### src/rtl/core/itol_pkg.sv
// ----------------------------------------------------------------------------
// itol_pkg: shared definitions for the indexed table with occupancy list
// Field widths, operation and type codes, and the command and status
// structs that join the controller to the datapath.
// ----------------------------------------------------------------------------
package itol_pkg;

	// Field widths of the request and response words.
	localparam int MODE_W = 2;
	localparam int KEY_W  = 6;
	localparam int TYPE_W = 3;
	localparam int DATA_W = 64;

	// Default table depth.
	localparam int CAPACITY_DEF = 64;

	// Operation codes carried in the mode field.
	localparam logic [MODE_W-1:0] MODE_SET  = 2'd0;
	localparam logic [MODE_W-1:0] MODE_GET  = 2'd1;
	localparam logic [MODE_W-1:0] MODE_HEAD = 2'd2;
	localparam logic [MODE_W-1:0] MODE_NEXT = 2'd3;

	// Value type codes; codes above TYPE_PTR are not valid.
	localparam logic [TYPE_W-1:0] TYPE_NULL = 3'd0;
	localparam logic [TYPE_W-1:0] TYPE_BOOL = 3'd1;
	localparam logic [TYPE_W-1:0] TYPE_PTR  = 3'd5;

	// Commands from the controller to the datapath.
	typedef struct packed {
		logic capture;  // take the request word and read the stores
		logic clear;    // write one entry of the clearing pass
		logic exec;     // apply the update and load the response register
	} itol_cmd_t;

	// Status from the datapath to the controller.
	typedef struct packed {
		logic clear_done;  // the clearing pass is at its last entry
		logic out_busy;    // the response register holds a word not taken
	} itol_stat_t;

endpackage

### src/rtl/core/itol_ctrl.sv
// ----------------------------------------------------------------------------
// itol_ctrl: operation sequencer
// Runs the clearing pass after reset, then takes one request word at a
// time: a read cycle followed by an update cycle.
// ----------------------------------------------------------------------------
module itol_ctrl import itol_pkg::*; (
	input  logic       clk,
	input  logic       arst_n,
	input  logic       req_valid,
	output logic       req_ready,
	input  itol_stat_t stat,
	output itol_cmd_t  cmd
);

	localparam logic [1:0] ST_CLEAR = 2'd0;
	localparam logic [1:0] ST_IDLE  = 2'd1;
	localparam logic [1:0] ST_EXEC  = 2'd2;

	logic [1:0] state_q;
	logic [1:0] state_nxt;

	// Next state.
	always_comb begin
		state_nxt = state_q;
		case (state_q)
			ST_CLEAR: begin
				if (stat.clear_done) state_nxt = ST_IDLE;
			end
			ST_IDLE: begin
				if (req_valid) state_nxt = ST_EXEC;
			end
			ST_EXEC: begin
				if (!stat.out_busy) state_nxt = ST_IDLE;
			end
			default: begin
				state_nxt = ST_IDLE;
			end
		endcase
	end

	// State register.
	always_ff @(posedge clk or negedge arst_n) begin
		if (!arst_n) begin
			state_q <= ST_CLEAR;
		end else begin
			state_q <= state_nxt;
		end
	end

	// Commands to the datapath.
	assign req_ready   = (state_q == ST_IDLE);
	assign cmd.capture = req_valid && req_ready;
	assign cmd.clear   = (state_q == ST_CLEAR);
	assign cmd.exec    = (state_q == ST_EXEC) && !stat.out_busy;

`ifndef NO_ASSERTIONS
	// A captured word always moves the sequencer to its update state.
	a_capture_then_exec: assert property (@(posedge clk) disable iff (!arst_n)
		cmd.capture |=> (state_q == ST_EXEC))
		else $error("captured word did not reach the update state");

	// Capture and update never fall in the same cycle.
	a_capture_excl_exec: assert property (@(posedge clk) disable iff (!arst_n)
		cmd.exec |-> !cmd.capture)
		else $error("capture and update in the same cycle");

	// No word is accepted while the clearing pass runs.
	a_no_accept_in_clear: assert property (@(posedge clk) disable iff (!arst_n)
		cmd.clear |-> !req_ready)
		else $error("word accepted during the clearing pass");
`endif

endmodule

### config.mk
export PLATFORM = sky130hd
export DESIGN_NAME = itol_ctrl
export DESIGN_NICKNAME = d
export VERILOG_FILES = /design/src/rtl/core/itol_pkg.sv /design/src/rtl/core/itol_ctrl.sv
export SDC_FILE = /design/constraint.sdc
export NUM_CORES = 1
export LEC_CHECK = 0
export BUFFER_PORTS_ARGS = -buffer_cell sky130_fd_sc_hd__buf_2
export CORE_AREA = 3 3 40 42
export DETAILED_ROUTE_END_ITERATION = 10
export DIE_AREA = 0 0 43 45
export PLACE_DENSITY_LB_ADDON = 0.3
export SYNTH_ARGS = -nofsm -noshare
export SYNTH_HDL_FRONTEND = slang
export SYNTH_SLANG_ARGS = --single-unit
export TNS_END_PERCENT = 20
### constraint.sdc
create_clock -name clk -period 1.2 [get_ports clk]
set_clock_uncertainty 0.2 [all_clocks]
set_input_delay 0 -clock clk [delete_from_list [all_inputs] [get_ports clk]]
set_output_delay 0 -clock clk [all_outputs]
set_load 0.005 [all_outputs]
==> key figures <==
Final layout
  – Most flop-heavy register: state_q
  – Most frequent cells in the layout: buf_2, dlygate4sd3_1, clkbuf_4
  – Share of post-route cells with drive strength above 1: 55.56%
  – Largest regs: state_q: 2 flops
  – Largest register FFs: 2
  – Fill count: 149
  – Synthesis-to-layout area growth: 129.1%
  – Final core occ: between 10% and 20%
  – Most common cell after layout, fill and taps aside: buf_2
  – Final net count: 34
  – Number of antenna repair diodes: 0

Synth
  – Synth Net Count: 16
  – Synthesized instance count: 11
  – #FFs+latches synth: 2
  – Register area share after synthesis: roughly 47%
  – Yosys top cell area share: between 40% and 50%
  – Synth area leader: dfrtp_1
  – Syn_area_per_cell: 9.782 sq um
  – Unique cell type count in the Yosys netlist: 9
  – Synth Cell Area: between 100 and 150 sq um
  – Synth warn: 0
  – Synth area leaders: dfrtp_1, a31o_1, and3b_1

Placement
  – Buffers added on ports: 8
  – DPL Wire Length: between 200 and 300 microns
  – RD Place Congestion: about 0.64

Critical path
  – Setup crit start kind: flip-flop
  – CP Class: reg -> out
  – Worst reg-to-reg path cell count: 2
  – Slowest CP cell: dfrtp_1
  – Cells along the critical path: buf_6 -> nor3b_2 -> buf_2
  – WP data required: 1000 ps
  – CP max stage delay: ~380 ps
  – Crit end category: output pin
  – CP Data Arrival Time: roughly 1000 ps
  – CP Max Fanout: 5

Hold path
  – Hold WC Path Type: in -> reg
  – Cells on Worst Hold Path: 3

Die
  – Die height: between 40 and 50 microns
  – Die area: approximately 0.0019 sq mm
  – Num rows: 13
  – Starting density of the core: under 10%
  – Core Region: about 0.0013 sq mm
  – IO Count: 9
  – Chip Width: between 40 and 50 microns

Global routing
  – GRT Util Overall: under 10%
  – Vias in the first global route: 158
  – Grt ovf: 0
  – Pin count of the biggest net entering global routing: 6
  – Initial antenna violation count: 0
  – Wire length of the first global-routing pass: about 610 microns

Status
  – Failing checks: hold timing
  – Status: finished, violations left

CTS
  – Num CTS Buffers: 3
  – Clock latency on the worst-skew pair: 220 ps
  – Max clock buf depth: 2
  – Clock-pin slew on the worst setup and hold paths: about 30 ps
  – Hold Buf Count CTS: 4
  – TritonCTS clock tree: built
  – Post-CTS Setup Bufs: 0
  – Clk root buf: clkbuf_4
  – CTS sink cnt: 2
  – H-tree levels: 1

Routing
  – DRC: 0
  – WL per Instance: ~8 microns
  – Vias per cell: approximately 3.4
  – Post-route ant nets: 0
  – DR pass1 iterations: 2
  – Vias: roughly 140
  – Final WL: 343 microns
  – Initial DRC count: 2

STA
  – Max Clock Freq: 0.8375 GHz
  – RSZ-0062 raised after global routing: yes
  – Final min period: about 1200 ps
  – Fin. Hold Viols: 2
  – Max-slew violation count: 0
  – Setup_tns: 0 ps
  – Tcrit/Tclk final: about 100%
  – Worst slew pin tran: approximately 130 ps
  – Min Hold Slack: -45.36 ps
  – Final setup vio count: 0
  – Slew margin rel.: between 90% and 100%

Pwr
  – Pwr/cell area: 2027 mW/mm^2
  – Leakage: ~0.12 nW
  – Worst vdd ir: about 0.58 mV

Flow run
  – Max cap viols: 0
through the flow:
stage	total power [mW]	area [sq um]	std cells	worst slack [ps]
finish	0.4997	246.5	42	5.922
global route	0.5489	246.5	42	-37.16
CTS	0.5104	246.5	42	-0.9849
detailed placement	0.3262	173.9	35	83.63
global placement	0.3236	173.9	35	86.88
floorplan	0.2246	107.6	11	102.9
cells by family (layout without fill, tap and decap cells):
kind of cell,Yosys count,after routing,synth area share (%)
DFF,2,2,46.51
buffers and inverters,1,17,3.485
and+or+nand+nor,6,6,36.06
AOI/OAI and AO/OA,2,2,13.96
report_power, final:
part	switching (mW)	total, mW	internal (mW)
Clock	0.0369	0.147	0.110
Sequential	0.0289	0.128	0.0995
Combinational	0.0920	0.224	0.132
cell usage after synthesis:
cell      n
dfrtp_1   2
nand2b_2  1
nor2_1    2
a31o_1    1
nor3b_1   1
inv_1     1
and3b_1   1
a31oi_1   1
nand2b_1  1
routing by layer:
layer | global-route usage [%] | routed length (microns) | vias to the layer above
met4 | 7.229 | 20 | 0
met3 | 3.586 | 46 | 4
met5 | 0 | 0 | -
met2 | 5.689 | 108 | 10
met1 | 5.048 | 167 | 60
li1 | - | - | 70
critical path: cells and delay by family, from the launching register on:
family	cells	cell delay, ps
buffers and inverters	2	250
DFF	1	380
and+or+nand+nor	1	140
final cells by class:
cell class              instances  area (sq um)  area share (%)
clock buffers                   3         22.52           9.137
inverters                       1         3.754           1.523
multi-input cells               8         60.06           24.37
flip-flops and latches          2         50.05           20.30
well taps                      15         18.77           7.614
repair buffers                 13         91.34           37.06
timing repair:
action,in CTS,in global routing
resized for setup,3,0
hold endpoints to repair,4,1
endpoints found under the setup margin,2,3
pin swaps,1,0
worst paths after layout:
| check | from | endpoint | slack (ps) |
|---|---|---|---|
| max | state_q[1]$_DFFE_PN0P_ | cmd[0] | 6 |
| min | req_valid | state_q[0]$_DFFE_PN0P_ | -50 |
| max reg2reg | state_q[0]$_DFFE_PN0P_ | state_q[1]$_DFFE_PN0P_ | 70 |
| min reg2reg | state_q[1]$_DFFE_PN0P_ | state_q[0]$_DFFE_PN0P_ | 410 |
| max in group asynchronous | arst_n | state_q[0]$_DFFE_PN0P_ | 230 |
| min in group asynchronous | arst_n | state_q[1]$_DFFE_PN0P_ | 440 |
Power figures use the tool's default switching activity.
